--- config.mk ---
export PLATFORM = sky130hd
export DESIGN_NAME = surface_conflict_vote_core
export DESIGN_NICKNAME = d
export VERILOG_FILES = /design/src/rtl/core/scv_pkg.sv /design/src/rtl/core/scv_ctrl.sv /design/src/rtl/core/scv_dp.sv /design/src/rtl/core/surface_conflict_vote_core.sv
export VERILOG_INCLUDE_DIRS = /design/src /design/src/rtl/core
export SDC_FILE = /design/constraint.sdc
export NUM_CORES = 2
export LEC_CHECK = 0
export ABC_AREA = 1
export BUFFER_PORTS_ARGS = -buffer_cell sky130_fd_sc_hd__buf_2
export CAP_MARGIN = 20
export CORE_MARGIN = 8
export CORE_UTILIZATION = 25
export DETAILED_ROUTE_END_ITERATION = 8
export GPL_TIMING_DRIVEN = 0
export PLACE_DENSITY_LB_ADDON = 0.3
export SLEW_MARGIN = 20
export SYNTH_ARGS = -nofsm -noshare
export SYNTH_HDL_FRONTEND = slang
export SYNTH_SLANG_ARGS = --single-unit
export TNS_END_PERCENT = 5
--- constraint.sdc ---
create_clock -name i_clk -period 9.9 [get_ports i_clk]
set_input_delay 0.99 -clock i_clk [delete_from_list [all_inputs] [get_ports i_clk]]
set_output_delay 0.99 -clock i_clk [all_outputs]
set_load 0.05 [all_outputs]
--- src/rtl/core/surface_conflict_vote_core_defines.svh ---
// Assertion macros for the surface conflict vote core.
// Included by the top level; no other dependencies.
`ifndef SURFACE_CONFLICT_VOTE_CORE_DEFINES_SVH
`define SURFACE_CONFLICT_VOTE_CORE_DEFINES_SVH
`ifndef SYNTHESIS
`define SCV_ASSERT_IMP(lbl, ante, cons) \
    lbl: assert property (@(posedge i_clk) disable iff (!i_rst_n) (ante) |-> (cons)) \
        else $error("scv: same-cycle check failed");
`define SCV_ASSERT_NXT(lbl, ante, cons) \
    lbl: assert property (@(posedge i_clk) disable iff (!i_rst_n) (ante) |=> (cons)) \
        else $error("scv: next-cycle check failed");
`else
`define SCV_ASSERT_IMP(lbl, ante, cons)
`define SCV_ASSERT_NXT(lbl, ante, cons)
`endif
`endif

--- src/rtl/core/scv_pkg.sv ---
// Shared types and constants of the surface conflict vote core.
// No dependencies; used by the controller, the datapath and the top level.
package scv_pkg;

    localparam int MAX_POINTS_DEF     = 65536;
    localparam int DIST_FRAC_BITS_DEF = 10;

    localparam int SUM_W       = 34;
    localparam int CFG_ADDR_W  = 3;
    localparam int CFG_DATA_W  = 24;
    localparam int DIV_STEPS   = 16;
    localparam int SQ_STEPS    = 17;
    localparam int N_PROD      = 6;
    localparam int CNT_W       = 5;

    localparam logic [CFG_ADDR_W-1:0] CFG_MODE      = 3'd0;
    localparam logic [CFG_ADDR_W-1:0] CFG_MIN_W     = 3'd1;
    localparam logic [CFG_ADDR_W-1:0] CFG_ERR_LIM   = 3'd2;
    localparam logic [CFG_ADDR_W-1:0] CFG_REJ_PTS   = 3'd3;
    localparam logic [CFG_ADDR_W-1:0] CFG_REJ_FRAC  = 3'd4;
    localparam logic [CFG_ADDR_W-1:0] CFG_ACC_PTS   = 3'd5;
    localparam logic [CFG_ADDR_W-1:0] CFG_ACC_FRAC  = 3'd6;
    localparam logic [CFG_ADDR_W-1:0] CFG_SAT_W     = 3'd7;

    typedef logic [2:0] t_mul_sel;
    localparam t_mul_sel MUL_CN = 3'd0;
    localparam t_mul_sel MUL_RW = 3'd1;
    localparam t_mul_sel MUL_FR = 3'd2;
    localparam t_mul_sel MUL_MN = 3'd3;
    localparam t_mul_sel MUL_AW = 3'd4;
    localparam t_mul_sel MUL_FA = 3'd5;
    localparam t_mul_sel MUL_AB = 3'd6;

    typedef struct packed {
        logic     capture;
        logic     prep;
        logic     classify;
        logic     load_a;
        logic     load_b;
        logic     div_step;
        logic     sqrt_step;
        logic     mul_en;
        t_mul_sel mul_sel;
        logic     acc;
        logic     out_load;
        logic     clear;
        logic     set_decided;
    } t_cmd;

    typedef struct packed {
        logic valid;
        logic mode;
        logic decided;
        logic last;
        logic res_valid;
        logic out_free;
    } t_stat;

endpackage

--- src/rtl/core/scv_ctrl.sv ---
// Sequencing controller of the surface conflict vote core.
// Depends on scv_pkg; drives the datapath through command and status structs.
module scv_ctrl (
    input  logic           i_clk,
    input  logic           i_rst_n,
    input  logic           i_in_valid,
    output logic           o_in_stall,
    input  scv_pkg::t_stat i_stat,
    output scv_pkg::t_cmd  o_cmd
);
    import scv_pkg::*;

    localparam logic [3:0] ST_IDLE = 4'd0;
    localparam logic [3:0] ST_PREP = 4'd1;
    localparam logic [3:0] ST_SKIP = 4'd2;
    localparam logic [3:0] ST_CLS  = 4'd3;
    localparam logic [3:0] ST_DIVA = 4'd4;
    localparam logic [3:0] ST_LDB  = 4'd5;
    localparam logic [3:0] ST_DIVB = 4'd6;
    localparam logic [3:0] ST_MUL  = 4'd7;
    localparam logic [3:0] ST_SQRT = 4'd8;
    localparam logic [3:0] ST_ACC  = 4'd9;
    localparam logic [3:0] ST_PROD = 4'd10;
    localparam logic [3:0] ST_DEC  = 4'd11;

    logic [3:0]       r_state, n_state;
    logic [CNT_W-1:0] r_cnt, n_cnt;

    assign o_in_stall = (r_state != ST_IDLE);

    always_comb begin
        n_state = r_state;
        n_cnt   = r_cnt;
        o_cmd   = '0;
        unique case (r_state)
            ST_IDLE: begin
                if (i_in_valid) begin
                    o_cmd.capture = 1'b1;
                    n_state = ST_PREP;
                end
            end
            ST_PREP: begin
                o_cmd.prep = 1'b1;
                n_state = i_stat.decided ? ST_SKIP : ST_CLS;
            end
            ST_SKIP: begin
                o_cmd.clear = i_stat.last;
                n_state = ST_IDLE;
            end
            ST_CLS: begin
                o_cmd.classify = 1'b1;
                n_cnt = '0;
                if (i_stat.valid && i_stat.mode) begin
                    o_cmd.load_a = 1'b1;
                    n_state = ST_DIVA;
                end else begin
                    n_state = ST_ACC;
                end
            end
            ST_DIVA: begin
                o_cmd.div_step = 1'b1;
                if (r_cnt == CNT_W'(DIV_STEPS - 1)) begin
                    n_cnt = '0;
                    n_state = ST_LDB;
                end else begin
                    n_cnt = r_cnt + 1'b1;
                end
            end
            ST_LDB: begin
                o_cmd.load_b = 1'b1;
                n_state = ST_DIVB;
            end
            ST_DIVB: begin
                o_cmd.div_step = 1'b1;
                if (r_cnt == CNT_W'(DIV_STEPS - 1)) begin
                    n_cnt = '0;
                    n_state = ST_MUL;
                end else begin
                    n_cnt = r_cnt + 1'b1;
                end
            end
            ST_MUL: begin
                o_cmd.mul_en  = 1'b1;
                o_cmd.mul_sel = MUL_AB;
                n_cnt = '0;
                n_state = ST_SQRT;
            end
            ST_SQRT: begin
                o_cmd.sqrt_step = 1'b1;
                if (r_cnt == CNT_W'(SQ_STEPS - 1)) begin
                    n_cnt = '0;
                    n_state = ST_ACC;
                end else begin
                    n_cnt = r_cnt + 1'b1;
                end
            end
            ST_ACC: begin
                o_cmd.acc = 1'b1;
                n_cnt = '0;
                n_state = ST_PROD;
            end
            ST_PROD: begin
                o_cmd.mul_en  = 1'b1;
                o_cmd.mul_sel = r_cnt[2:0];
                if (r_cnt == CNT_W'(N_PROD - 1)) begin
                    n_cnt = '0;
                    n_state = ST_DEC;
                end else begin
                    n_cnt = r_cnt + 1'b1;
                end
            end
            ST_DEC: begin
                if (i_stat.res_valid) begin
                    if (i_stat.out_free) begin
                        o_cmd.out_load    = 1'b1;
                        o_cmd.clear       = i_stat.last;
                        o_cmd.set_decided = !i_stat.last;
                        n_state = ST_IDLE;
                    end
                end else begin
                    n_state = ST_IDLE;
                end
            end
            default: begin
                n_state = ST_IDLE;
            end
        endcase
    end

    always_ff @(posedge i_clk) begin
        if (!i_rst_n) begin
            r_state <= ST_IDLE;
            r_cnt   <= '0;
        end else begin
            r_state <= n_state;
            r_cnt   <= n_cnt;
        end
    end

endmodule

--- src/rtl/core/scv_dp.sv ---
// Datapath of the surface conflict vote core: configuration, sums, shared
// divider, root unit and multiplier, and the result register. Depends on scv_pkg.
module scv_dp #(
    parameter int MAX_POINTS     = scv_pkg::MAX_POINTS_DEF,
    parameter int DIST_FRAC_BITS = scv_pkg::DIST_FRAC_BITS_DEF
) (
    input  logic                            i_clk,
    input  logic                            i_rst_n,
    input  logic                            i_cfg_we,
    input  logic [scv_pkg::CFG_ADDR_W-1:0]  i_cfg_addr,
    input  logic [scv_pkg::CFG_DATA_W-1:0]  i_cfg_wdata,
    input  logic [23:0]                     i_point_weight,
    input  logic                            i_voxel_found,
    input  logic signed [15:0]              i_voxel_distance,
    input  logic [23:0]                     i_voxel_weight,
    input  logic                            i_class_present,
    input  logic                            i_belongs_flag,
    input  logic                            i_other_free_space,
    input  logic [14:0]                     i_other_voxel_size,
    input  logic [14:0]                     i_other_truncation,
    input  logic [16:0]                     i_point_count,
    input  logic                            i_last,
    input  logic                            i_out_stall,
    output logic                            o_out_valid,
    output logic                            o_conflict,
    output logic                            o_match,
    output logic                            o_early,
    input  scv_pkg::t_cmd                   i_cmd,
    output scv_pkg::t_stat                  o_stat
);
    import scv_pkg::*;

    localparam int F  = DIST_FRAC_BITS;
    localparam int NW = $clog2(MAX_POINTS + 1);
    localparam int MB = (NW > 17) ? NW : 17;
    localparam int PW = SUM_W + MB;
    localparam int TW = (15 + F > 31) ? 15 + F : 31;
    localparam int CW = (((17 + F) > (TW + 1)) ? (17 + F) : (TW + 1)) + 1;

    logic        r_mode;
    logic [23:0] r_min_w;
    logic [15:0] r_err_lim;
    logic [15:0] r_rej_pts;
    logic [16:0] r_rej_frac;
    logic [15:0] r_acc_pts;
    logic [16:0] r_acc_frac;
    logic [23:0] r_sat_w;

    logic [23:0] r_pw, r_vw;
    logic        r_found, r_cls, r_belongs, r_freesp, r_last;
    logic [15:0] r_dist;
    logic [14:0] r_vsize, r_trunc;
    logic [16:0] r_n_raw;

    logic [MB-1:0]    r_n;
    logic [TW-1:0]    r_thr;
    logic [23:0]      r_s;
    logic             r_valid;
    logic             r_is_conf, r_is_match;
    logic [23:0]      r_rem;
    logic [15:0]      r_q;
    logic [16:0]      r_a;
    logic [SUM_W-1:0] r_sq_v, r_sq_res, r_sq_bit;
    logic [SUM_W-1:0] r_cs, r_ms, r_ws;
    logic             r_decided;
    logic [PW-1:0]    r_prod [N_PROD];
    logic             r_out_valid, r_conflict, r_match, r_early;

    logic [31:0]      n_ext, n_clamp;
    logic [15:0]      neg_el;
    logic [30:0]      thr_mul;
    logic [TW-1:0]    thr_val;
    logic signed [16:0]   dsel;
    logic signed [CW-1:0] d_val, thr_s;
    logic [24:0]      div_r2;
    logic             div_ge;
    logic [16:0]      b_val;
    logic [SUM_W-1:0] sq_rb;
    logic             sq_ge;
    logic [SUM_W-1:0] mul_a;
    logic [MB-1:0]    mul_b;
    logic [PW-1:0]    mul_p;
    logic [SUM_W-1:0] vote_w;
    logic [SUM_W:0]   cs_add, ms_add, ws_add;
    logic [PW-1:0]    cs_sh, ms_sh;
    logic             early_hit, c1, m1, m0;

    // Point count clamp and distance threshold.
    always_comb begin
        n_ext   = 32'(r_n_raw);
        n_clamp = n_ext;
        if (n_ext == 32'd0) begin
            n_clamp = 32'd1;
        end else if (n_ext > 32'(MAX_POINTS)) begin
            n_clamp = 32'(MAX_POINTS);
        end
        neg_el  = 16'(-$signed(r_err_lim));
        thr_mul = 31'(neg_el) * 31'(r_vsize);
        if ($signed(r_err_lim) > 16'sd0) begin
            thr_val = TW'(r_err_lim[14:0]) << F;
        end else begin
            thr_val = TW'(thr_mul);
        end
    end

    always_comb begin
        if (!r_freesp && r_cls && !r_belongs) begin
            dsel = $signed({2'b00, r_trunc});
        end else begin
            dsel = $signed({r_dist[15], r_dist});
        end
        d_val = CW'(dsel) <<< F;
        thr_s = $signed({{(CW - TW){1'b0}}, r_thr});
    end

    assign div_r2 = {r_rem, 1'b0};
    assign div_ge = (div_r2 >= {1'b0, r_s});
    assign b_val  = (r_pw >= r_s) ? 17'd65536 : {1'b0, r_q};
    assign sq_rb  = r_sq_res + r_sq_bit;
    assign sq_ge  = (r_sq_v >= sq_rb);

    always_comb begin
        mul_a = r_cs;
        mul_b = r_n;
        unique case (i_cmd.mul_sel)
            MUL_CN: begin mul_a = r_cs; mul_b = r_n; end
            MUL_RW: begin mul_a = r_ws; mul_b = MB'(r_rej_pts); end
            MUL_FR: begin
                mul_a = r_mode ? r_ws : SUM_W'(r_n);
                mul_b = MB'(r_rej_frac);
            end
            MUL_MN: begin mul_a = r_ms; mul_b = r_n; end
            MUL_AW: begin mul_a = r_ws; mul_b = MB'(r_acc_pts); end
            MUL_FA: begin
                mul_a = r_mode ? r_ws : SUM_W'(r_n);
                mul_b = MB'(r_acc_frac);
            end
            MUL_AB: begin mul_a = SUM_W'(r_a); mul_b = MB'(b_val); end
            default: begin mul_a = r_cs; mul_b = r_n; end
        endcase
        mul_p = PW'(mul_a) * PW'(mul_b);
    end

    assign vote_w = r_mode ? r_sq_res : SUM_W'(1);
    assign cs_add = {1'b0, r_cs} + {1'b0, vote_w};
    assign ms_add = {1'b0, r_ms} + {1'b0, vote_w};
    assign ws_add = {1'b0, r_ws} + {1'b0, vote_w};

    // Verdict terms from the sums and the stored products.
    always_comb begin
        cs_sh = PW'(r_cs) << 16;
        ms_sh = PW'(r_ms) << 16;
        early_hit = !r_mode && r_valid && (r_cs > SUM_W'(r_rej_pts))
                    && (cs_sh > r_prod[MUL_FR]);
        c1 = (r_prod[MUL_CN] > r_prod[MUL_RW]) && (cs_sh > r_prod[MUL_FR]);
        m1 = (r_prod[MUL_MN] > r_prod[MUL_AW]) && (ms_sh > r_prod[MUL_FA]);
        m0 = (r_ms > SUM_W'(r_acc_pts)) && (ms_sh > r_prod[MUL_FA]);
    end

    assign o_stat.valid     = r_valid;
    assign o_stat.mode      = r_mode;
    assign o_stat.decided   = r_decided;
    assign o_stat.last      = r_last;
    assign o_stat.res_valid = early_hit || r_last;
    assign o_stat.out_free  = !r_out_valid || !i_out_stall;

    assign o_out_valid = r_out_valid;
    assign o_conflict  = r_conflict;
    assign o_match     = r_match;
    assign o_early     = r_early;

    always_ff @(posedge i_clk) begin
        if (!i_rst_n) begin
            r_mode     <= 1'b0;
            r_min_w    <= '0;
            r_err_lim  <= 16'hF800;
            r_rej_pts  <= '0;
            r_rej_frac <= '0;
            r_acc_pts  <= '0;
            r_acc_frac <= '0;
            r_sat_w    <= 24'd256;
        end else if (i_cfg_we) begin
            unique case (i_cfg_addr)
                CFG_MODE:     r_mode     <= i_cfg_wdata[0];
                CFG_MIN_W:    r_min_w    <= i_cfg_wdata[23:0];
                CFG_ERR_LIM:  r_err_lim  <= i_cfg_wdata[15:0];
                CFG_REJ_PTS:  r_rej_pts  <= i_cfg_wdata[15:0];
                CFG_REJ_FRAC: r_rej_frac <= i_cfg_wdata[16:0];
                CFG_ACC_PTS:  r_acc_pts  <= i_cfg_wdata[15:0];
                CFG_ACC_FRAC: r_acc_frac <= i_cfg_wdata[16:0];
                CFG_SAT_W:    r_sat_w    <= i_cfg_wdata[23:0];
                default:      r_mode     <= r_mode;
            endcase
        end
    end

    always_ff @(posedge i_clk) begin
        if (i_cmd.capture) begin
            r_pw      <= i_point_weight;
            r_found   <= i_voxel_found;
            r_dist    <= i_voxel_distance;
            r_vw      <= i_voxel_weight;
            r_cls     <= i_class_present;
            r_belongs <= i_belongs_flag;
            r_freesp  <= i_other_free_space;
            r_vsize   <= i_other_voxel_size;
            r_trunc   <= i_other_truncation;
            r_n_raw   <= i_point_count;
            r_last    <= i_last;
        end
        if (i_cmd.prep) begin
            r_n     <= MB'(n_clamp);
            r_thr   <= thr_val;
            r_s     <= (r_sat_w == 24'd0) ? 24'd1 : r_sat_w;
            r_valid <= (r_pw >= r_min_w) && r_found && (r_vw >= r_min_w);
        end
        if (i_cmd.classify) begin
            if (r_freesp) begin
                r_is_conf  <= (d_val >= thr_s);
                r_is_match <= 1'b0;
            end else begin
                r_is_conf  <= (d_val <= -thr_s);
                r_is_match <= (d_val > -thr_s) && (d_val <= thr_s);
            end
        end
        if (i_cmd.load_a) begin
            r_rem <= r_vw;
        end else if (i_cmd.load_b) begin
            r_rem <= r_pw;
            r_a   <= (r_vw >= r_s) ? 17'd65536 : {1'b0, r_q};
        end else if (i_cmd.div_step) begin
            r_rem <= div_ge ? 24'(div_r2 - {1'b0, r_s}) : div_r2[23:0];
            r_q   <= {r_q[14:0], div_ge};
        end
        if (i_cmd.mul_en) begin
            if (i_cmd.mul_sel == MUL_AB) begin
                r_sq_v   <= SUM_W'(mul_p);
                r_sq_res <= '0;
                r_sq_bit <= SUM_W'(1) << 32;
            end else begin
                r_prod[i_cmd.mul_sel] <= mul_p;
            end
        end else if (i_cmd.sqrt_step) begin
            if (sq_ge) begin
                r_sq_v   <= r_sq_v - sq_rb;
                r_sq_res <= (r_sq_res >> 1) + r_sq_bit;
            end else begin
                r_sq_res <= r_sq_res >> 1;
            end
            r_sq_bit <= r_sq_bit >> 2;
        end
    end

    always_ff @(posedge i_clk) begin
        if (!i_rst_n) begin
            r_cs      <= '0;
            r_ms      <= '0;
            r_ws      <= '0;
            r_decided <= 1'b0;
        end else if (i_cmd.clear) begin
            r_cs      <= '0;
            r_ms      <= '0;
            r_ws      <= '0;
            r_decided <= 1'b0;
        end else begin
            if (i_cmd.set_decided) begin
                r_decided <= 1'b1;
            end
            if (i_cmd.acc && r_valid) begin
                if (r_mode) begin
                    r_ws <= ws_add[SUM_W] ? '1 : ws_add[SUM_W-1:0];
                end
                if (r_is_conf) begin
                    r_cs <= cs_add[SUM_W] ? '1 : cs_add[SUM_W-1:0];
                end else if (r_is_match) begin
                    r_ms <= ms_add[SUM_W] ? '1 : ms_add[SUM_W-1:0];
                end
            end
        end
    end

    always_ff @(posedge i_clk) begin
        if (!i_rst_n) begin
            r_out_valid <= 1'b0;
        end else if (i_cmd.out_load) begin
            r_out_valid <= 1'b1;
        end else if (!i_out_stall) begin
            r_out_valid <= 1'b0;
        end
        if (i_cmd.out_load) begin
            r_conflict <= early_hit || (r_mode && c1);
            r_match    <= !early_hit && (r_mode ? (!c1 && m1) : m0);
            r_early    <= early_hit && !r_last;
        end
    end

endmodule

--- src/rtl/core/surface_conflict_vote_core.sv ---
// Top level of the surface conflict vote core: controller and datapath.
// Depends on scv_pkg, scv_ctrl, scv_dp and the assertion macro header.
//
// One reference surface point is taken per transfer and the block holds off
// further transfers until the point is finished. A valid point in weighted
// mode goes through the two 16-step divisions and the 17-step square root of
// the shared iterative unit, followed by six passes of the shared multiplier
// for the verdict products. Points that arrive after an early decision skip
// the vote. A verdict waits in an output register; if that register is still
// full when the next verdict is ready, the block waits for it to be taken.
`include "surface_conflict_vote_core_defines.svh"
module surface_conflict_vote_core #(
    parameter int MAX_POINTS     = scv_pkg::MAX_POINTS_DEF,
    parameter int DIST_FRAC_BITS = scv_pkg::DIST_FRAC_BITS_DEF
) (
    input  logic                            i_clk,
    input  logic                            i_rst_n,
    input  logic                            i_cfg_we,
    input  logic [scv_pkg::CFG_ADDR_W-1:0]  i_cfg_addr,
    input  logic [scv_pkg::CFG_DATA_W-1:0]  i_cfg_wdata,
    input  logic                            i_in_valid,
    output logic                            o_in_stall,
    input  logic [23:0]                     i_point_weight,
    input  logic                            i_voxel_found,
    input  logic signed [15:0]              i_voxel_distance,
    input  logic [23:0]                     i_voxel_weight,
    input  logic                            i_class_present,
    input  logic                            i_belongs_flag,
    input  logic                            i_other_free_space,
    input  logic [14:0]                     i_other_voxel_size,
    input  logic [14:0]                     i_other_truncation,
    input  logic [16:0]                     i_point_count,
    input  logic                            i_last,
    output logic                            o_out_valid,
    input  logic                            i_out_stall,
    output logic                            o_conflict,
    output logic                            o_match,
    output logic                            o_early
);
    import scv_pkg::*;

    t_cmd  cmd;
    t_stat stat;

    scv_ctrl u_ctrl (
        .i_clk      (i_clk),
        .i_rst_n    (i_rst_n),
        .i_in_valid (i_in_valid),
        .o_in_stall (o_in_stall),
        .i_stat     (stat),
        .o_cmd      (cmd)
    );

    scv_dp #(
        .MAX_POINTS     (MAX_POINTS),
        .DIST_FRAC_BITS (DIST_FRAC_BITS)
    ) u_dp (
        .i_clk              (i_clk),
        .i_rst_n            (i_rst_n),
        .i_cfg_we           (i_cfg_we),
        .i_cfg_addr         (i_cfg_addr),
        .i_cfg_wdata        (i_cfg_wdata),
        .i_point_weight     (i_point_weight),
        .i_voxel_found      (i_voxel_found),
        .i_voxel_distance   (i_voxel_distance),
        .i_voxel_weight     (i_voxel_weight),
        .i_class_present    (i_class_present),
        .i_belongs_flag     (i_belongs_flag),
        .i_other_free_space (i_other_free_space),
        .i_other_voxel_size (i_other_voxel_size),
        .i_other_truncation (i_other_truncation),
        .i_point_count      (i_point_count),
        .i_last             (i_last),
        .i_out_stall        (i_out_stall),
        .o_out_valid        (o_out_valid),
        .o_conflict         (o_conflict),
        .o_match            (o_match),
        .o_early            (o_early),
        .i_cmd              (cmd),
        .o_stat             (stat)
    );

    `SCV_ASSERT_IMP(a_verdict_exclusive, o_out_valid, !(o_conflict && o_match))
    `SCV_ASSERT_IMP(a_early_is_conflict, o_out_valid && o_early, o_conflict)
    `SCV_ASSERT_NXT(a_one_point_at_a_time, i_in_valid && !o_in_stall, o_in_stall)

endmodule

* Word level (Yosys, flattened, before mapping)
Memory sizes are Yosys's and may differ from the RTL's. Index checks and enable logic that the tools add are counted.
Storage, ports and cells: register bits 597, latch bits 0, RAM bits 306, bits in read-only memories 0, input port bits 148, output and inout port bits 5, logic and storage cells 236, memories 1
Memories:
- u_dp.r_prod | words 6, width 51, read ports 6, clocked after memory_dff 0, write ports 1, RTL line scv_dp.sv:66 | logic [PW-1:0] r_prod [N_PROD];
Operators by class: add/sub/neg operators 10, $mul 2, divide/modulo/power cells 0, $lt $le $gt $ge 18, equal/unequal tests 35, shifts and indexed selects 0, muxes and demuxes 63, bitwise logic cells 4, reduce and logical (&&, ||, !) cells 59
Operators by type and width (number):
- two-way mux 34 bit | 16
- case mux 34 bit (4 select lines) | 1
- adder 34 x 34 -> 35 bit | 3
- > comparator 50 x 51 -> 1 bit | 2
- > comparator 51 bit | 2
- >= comparator 24 bit | 4
- two-way mux 24 bit | 4
- case mux 17 bit (5 select lines) | 1
- > comparator 34 x 16 -> 1 bit | 2
- two-way mux 17 bit | 4
- multiplier 34 x 17 -> 51 bit | 1
- case mux 4 bit (11 select lines) | 1
- adder 33 x 34 -> 34 bit | 1
- adder 34 bit | 1
- >= comparator 34 bit | 1
- subtractor 34 bit | 1
- > comparator 27 x 33 -> 1 bit | 1
- less-or-equal comparator 27 x 33 -> 1 bit | 1
- negator 31 -> 33 bit | 1
- >= comparator 27 x 32 -> 1 bit | 1
- less-or-equal comparator 27 x 32 -> 1 bit | 1
- two-way mux 4 bit | 8
- multiplier 16 x 15 -> 31 bit | 1
- >= comparator 25 x 24 -> 1 bit | 1
- other kinds (42) | 131

* Depth between registers and ports, before layout
word-level depth 8, depth in mapped cells 44, gate-level depth less buffers 42

* By module
A second synthesis with hierarchy kept.
Unflattened totals: cells, all modules 10107, area total of the unflattened synthesis 82489.1 µm²
Modules (own cells, without submodules):
- scv_dp | times used 1, cells each 9976, area each 81690.8 µm², sequential area each 23983.0 µm²
- scv_ctrl | times used 1, cells each 131, area each 798.3 µm², sequential area each 180.2 µm²

* Worst setup path before layout
Ideal clock, no wire load.
path kind reg-to-reg, start point register u_ctrl.r_state[1], end point memory u_dp.r_prod[0][43] in the netlist's numbering, data pin, setup time 0.202 ns, arrival 7.693 ns, data required time 9.698 ns, path slack 2.005 ns, stages on the path, launching flop included 29, path buffers 1, period minus slack after synthesis 7.895 ns, path through dfxtp_1 nand2_2 nor2_4 inv_4 nand4_2 clkinv_1 a211oi_1 nand2_1 nand2_2 buf_2 nor2_1 fa_1 inv_1 fa_1 inv_1 fa_1 fa_1 fa_1 inv_1 fa_1 inv_1 ha_1 nand2_1 nor2_1 inv_1 nor4_1 nand4_1 nand3_1 xor2_1
Between the ends: word-level cells in the longest chain between the ends 6, elaborated cells between the ends (all ways) 14, classes of those cells mul: 1; eq/ne: 8; mux: 3; reduce/logical: 2
RTL lines:
- start, declared | RTL line scv_ctrl.sv:26 | logic [3:0] r_state, n_state;
- start signal, assigned | RTL line scv_ctrl.sv:135 | r_state <= n_state;
- == test 4 bit or == test 4 x 3 -> 1 bit (tied branches) | RTL line scv_ctrl.sv:35 | unique case (r_state)
- case mux 4 bit (2 select lines) * | RTL line scv_ctrl.sv:35
- == test 3 x 2 -> 1 bit (tied with other cells) | RTL line scv_dp.sv:125 | unique case (i_cmd.mul_sel)
- OR reduction 2 bit (no line)
- case mux 34 bit (4 select lines) | RTL line scv_dp.sv:125
- multiplier 34 x 17 -> 51 bit * | RTL line scv_dp.sv:141 | mul_p = PW'(mul_a) * PW'(mul_b);
- named net u_dp.mul_p[43] | RTL line scv_dp.sv:82 | logic [PW-1:0] mul_p;
- end, declared | RTL line scv_dp.sv:66
The timed path passes the listed nets; every way through them passes the cells marked *.

* Worst setup path after layout
start point register u_ctrl.r_state[1], end point register u_dp.r_sq_v[27], data pin
Between the ends: word-level cells in the longest chain between the ends 8, elaborated cells between the ends (all ways) 16, classes of those cells mul: 1; eq/ne: 8; mux: 5; reduce/logical: 2
RTL lines:
- == test 4 bit or == test 4 x 3 -> 1 bit (tied branches) | RTL line scv_ctrl.sv:35
- case mux 4 bit (2 select lines) * | RTL line scv_ctrl.sv:35
- == test 3 x 2 -> 1 bit (tied with other cells) | RTL line scv_dp.sv:125
- OR reduction 2 bit (no line)
- case mux 34 bit (4 select lines) | RTL line scv_dp.sv:125
- multiplier 34 x 17 -> 51 bit * | RTL line scv_dp.sv:141
- named net u_dp.mul_p[27] | RTL line scv_dp.sv:82
- two-way mux 34 bit * | RTL line scv_dp.sv:236 | if (i_cmd.mul_sel == MUL_AB) begin
- two-way mux 34 bit * | RTL line scv_dp.sv:235 | if (i_cmd.mul_en) begin
- end signal, assigned | RTL line scv_dp.sv:237 | r_sq_v <= SUM_W'(mul_p);
- end signal, assigned | RTL line scv_dp.sv:245 | r_sq_v <= r_sq_v - sq_rb;
- end, declared | RTL line scv_dp.sv:63 | logic [SUM_W-1:0] r_sq_v, r_sq_res, r_sq_bit;
The timed path passes the listed nets; every way through them passes the cells marked *. The select of a mux whose other input is x is not followed. A chain may end at the register's enable or synchronous reset.

==> impl_results.md <==
- Clk buf depth: 3
- Die Area: 0.345 mm²
- Largest net degree at the start of global routing: 61
- FFs w/ async S/R, synth: 0
- Crit path max fanout: 10
- Slowest stage cell on the critical path: fa_1
- Number of library cell types mapped by synthesis: 69
- WP data arrival: 10170 ps
- Vias/cell: 4.67
- Final worst path period share: 0.970
- Top_reg_cell synth: edfxtp_1
- Peak supply drop: 0.520 mV
- Slew headroom: 0.216
- Gr usage total: 0.169
- Maximum Capacitance Violations: 0
- Via count: 68500
- CP peak stage delay: 640 ps
- Tightest hold margin: 391 ps
- Count of pins over their slew limit: 0
- Die height: 587 µm
- Most numerous cell in the Yosys netlist: nand2_1
- DRC: 0
- Clk_lat worst skew: 770 ps
- Fin. Hold Viols: 0
- Dominant cell type by area after synthesis: edfxtp_1
- Worst Hold Class: input pin to flip-flop
- Tmin final: 9600 ps
- Crit path launch type: flip-flop
- Setup violators final: 0
- Core Region: 0.325 mm²
- Seq cells post-synth: 886
- First-pass DRT Iterations: 6
- TritonCTS buffer count: 101
- GR Overflow Total: 0
- FP Rows: 209
- Drt wl/cell: 20.5 µm
- Syn Inst Count: 9961
- Post-Place Cell Area: 0.0885 mm²
- Vias in the first global route: 67100
- Root Buffer: clkbuf_16
- Outcome: complete, no violations
- Reg clk slew, reported paths: 70 ps
- Avg Synthesized Cell Area: 8.19 µm²
- Die width: 587 µm
- Critical path data required time: 10470 ps
- Pleak: 42.0 nW
- Most common library cells after synthesis: nand2_1 (1829), inv_1 (1808), nor2_1 (1111)
- First-pass GRT wire length: 442000 µm
- Fmax: 104 MHz
- Buffers on Ports: 150
- Share of Yosys cell area claimed by the top area cell type: 0.236
- Warnings, synthesis: 0
- Post-route ant nets: 0
- TNS Setup: 0 ps
- Layout cells sized above 1: 0.0685
- Initial antenna violation count: 35
- Total Power: 22.6 mW
- Detailed placer's ending HPWL: 246000 µm
- Sequential area share after synthesis: 0.296
- Setup Skew: 44.2 ps
- TritonCTS clock tree: done
- Fill count: 35000
- Area Overhead vs Synth: 13.2%
- DR iter-0 viols: 5361
- Dominant cells by area after synthesis: edfxtp_1 (24%), fa_1 (16%), ha_1 (12%), nand2_1 (8.4%), inv_1 (8.3%)
- Gpl congestion: 0.942
- Top Ports: 153
- EDFF count, synth: 642
- Starting Density: 0.251
- Synthesized Nets: 11500
- Critical Path End Type: flip-flop
- Final nets: 11800
- Measured slew at the worst slew-check pin: 1180 ps
- PwrDens: 245 mW/mm²
- Design Area, Final: 0.0923 mm²
- H-tree depth: 3
- Crit Path Category: flip-flop to flip-flop
- CP dominant cell by count: fa_1
- Mapped Area: 0.0816 mm²
- Routed WL: 301000 µm
- Unrepaired setup endpoints after global routing: true
- Clock sinks: 886
## stage by stage
step | util | cells | setup WS, ps
2_1_floorplan | - | 9961 | 2010
3_3_place_gp | 0.270 | 14400 | -2450
3_5_place_dp | 0.273 | 14500 | -267
4_1_cts | 0.284 | 14700 | -46.2
5_1_grt | 0.284 | 14700 | -40.4
6_report | 0.284 | 14700 | 299
## logic make-up (layout without fill, tap and decap cells)
| logic type | after synthesis | in the layout | synth area share |
|---|---|---|---|
| AOI/OAI and AO/OA | 1603 | 1603 | 0.109 |
| buffers and inverters | 2125 | 2496 | 0.101 |
| muxes | 15 | 15 | 0.00207 |
| adders and majority gates | 1431 | 1431 | 0.281 |
| and+or+nand+nor | 3684 | 3684 | 0.187 |
| other | 0 | 13 | 0 |
| xor gates and xnor gates | 217 | 217 | 0.0233 |
| DFF | 886 | 886 | 0.296 |
## registers in the layout (all words and copies together), names as in the netlist, 31 cells and up
name and cells:
u_dp.r_prod 306, u_dp.r_ws 34, u_dp.r_thr 31, u_dp.r_sq_v 34
u_dp.r_cs 34, u_dp.r_ms 34, u_dp.r_sq_res 34
## layout make-up
class | instances | area, µm² | share of cell area
tap | 4325 | 5410 | 0.0586
inverter | 1864 | 7020 | 0.0760
sequential | 886 | 24200 | 0.262
clock buffer | 142 | 2930 | 0.0317
antenna | 13 | 32.5 | 0.000352
timing repair buffer | 183 | 1270 | 0.0137
multi-input combinational | 6950 | 49600 | 0.538
clock inverter | 46 | 568 | 0.00616
buffer | 261 | 1270 | 0.0138
## final timing paths
| kind | start | endpoint | slack [ps] | cells past startpoint |
|---|---|---|---|---|
| worst min register to register | u_dp.r_rej_frac[6] | u_dp.r_rej_frac[6] | 450 | 2 |
| worst min-delay path | i_other_truncation[10] | u_dp.r_trunc[10] | 390 | 1 |
| worst max-delay path | u_ctrl.r_state[1] | u_dp.r_sq_v[27] | 300 | 31 |
| worst max register to register | u_ctrl.r_state[1] | u_dp.r_sq_v[27] | 300 | 31 |
## worst max-delay path, delay by kind of cell, from the launching register on
family,cells,cell delay (ps)
DFF,1,410
buffers and inverters,8,1540
xor gates and xnor gates,1,400
adders and majority gates,7,3670
AOI/OAI and AO/OA,7,1900
and+or+nand+nor,8,1460
## placed cells by master (no fill, tap or decap), types with 175 or more instances in the layout
master    instances
nand2_1        1823
ha_1            767
clkbuf_1        175
a21oi_1         667
nor2_1         1108
fa_1            664
edfxtp_1        642
inv_1          1807
nand3_1         347
dfxtp_1         244
buf_2           212
o21ai_0         610
## layer usage
metal / up-vias / wire length, µm / GRT usage
met4: 10 / 11500 / 0.0553
met3: 465 / 18400 / 0.0240
met1: 33300 / 137000 / 0.232
li1: 32700 / - / -
met2: 2094 / 135000 / 0.274
met5: - / 64 / 0
## repair_timing
item	4_1_cts	5_1_grt
hold buffers	0	0
resized for setup	14	23
endpoints found under the setup margin	71	181
pin swaps	0	2
buffers inserted	0	3
## power by group
group	internal [mW]	switching (mW)	total, mW
logic	4.28	8.83	13.1
registers	5.05	0.459	5.51
clock network	2.25	1.73	3.98
total	11.6	11.0	22.6
No activity file was read; power rests on OpenSTA's default activity.
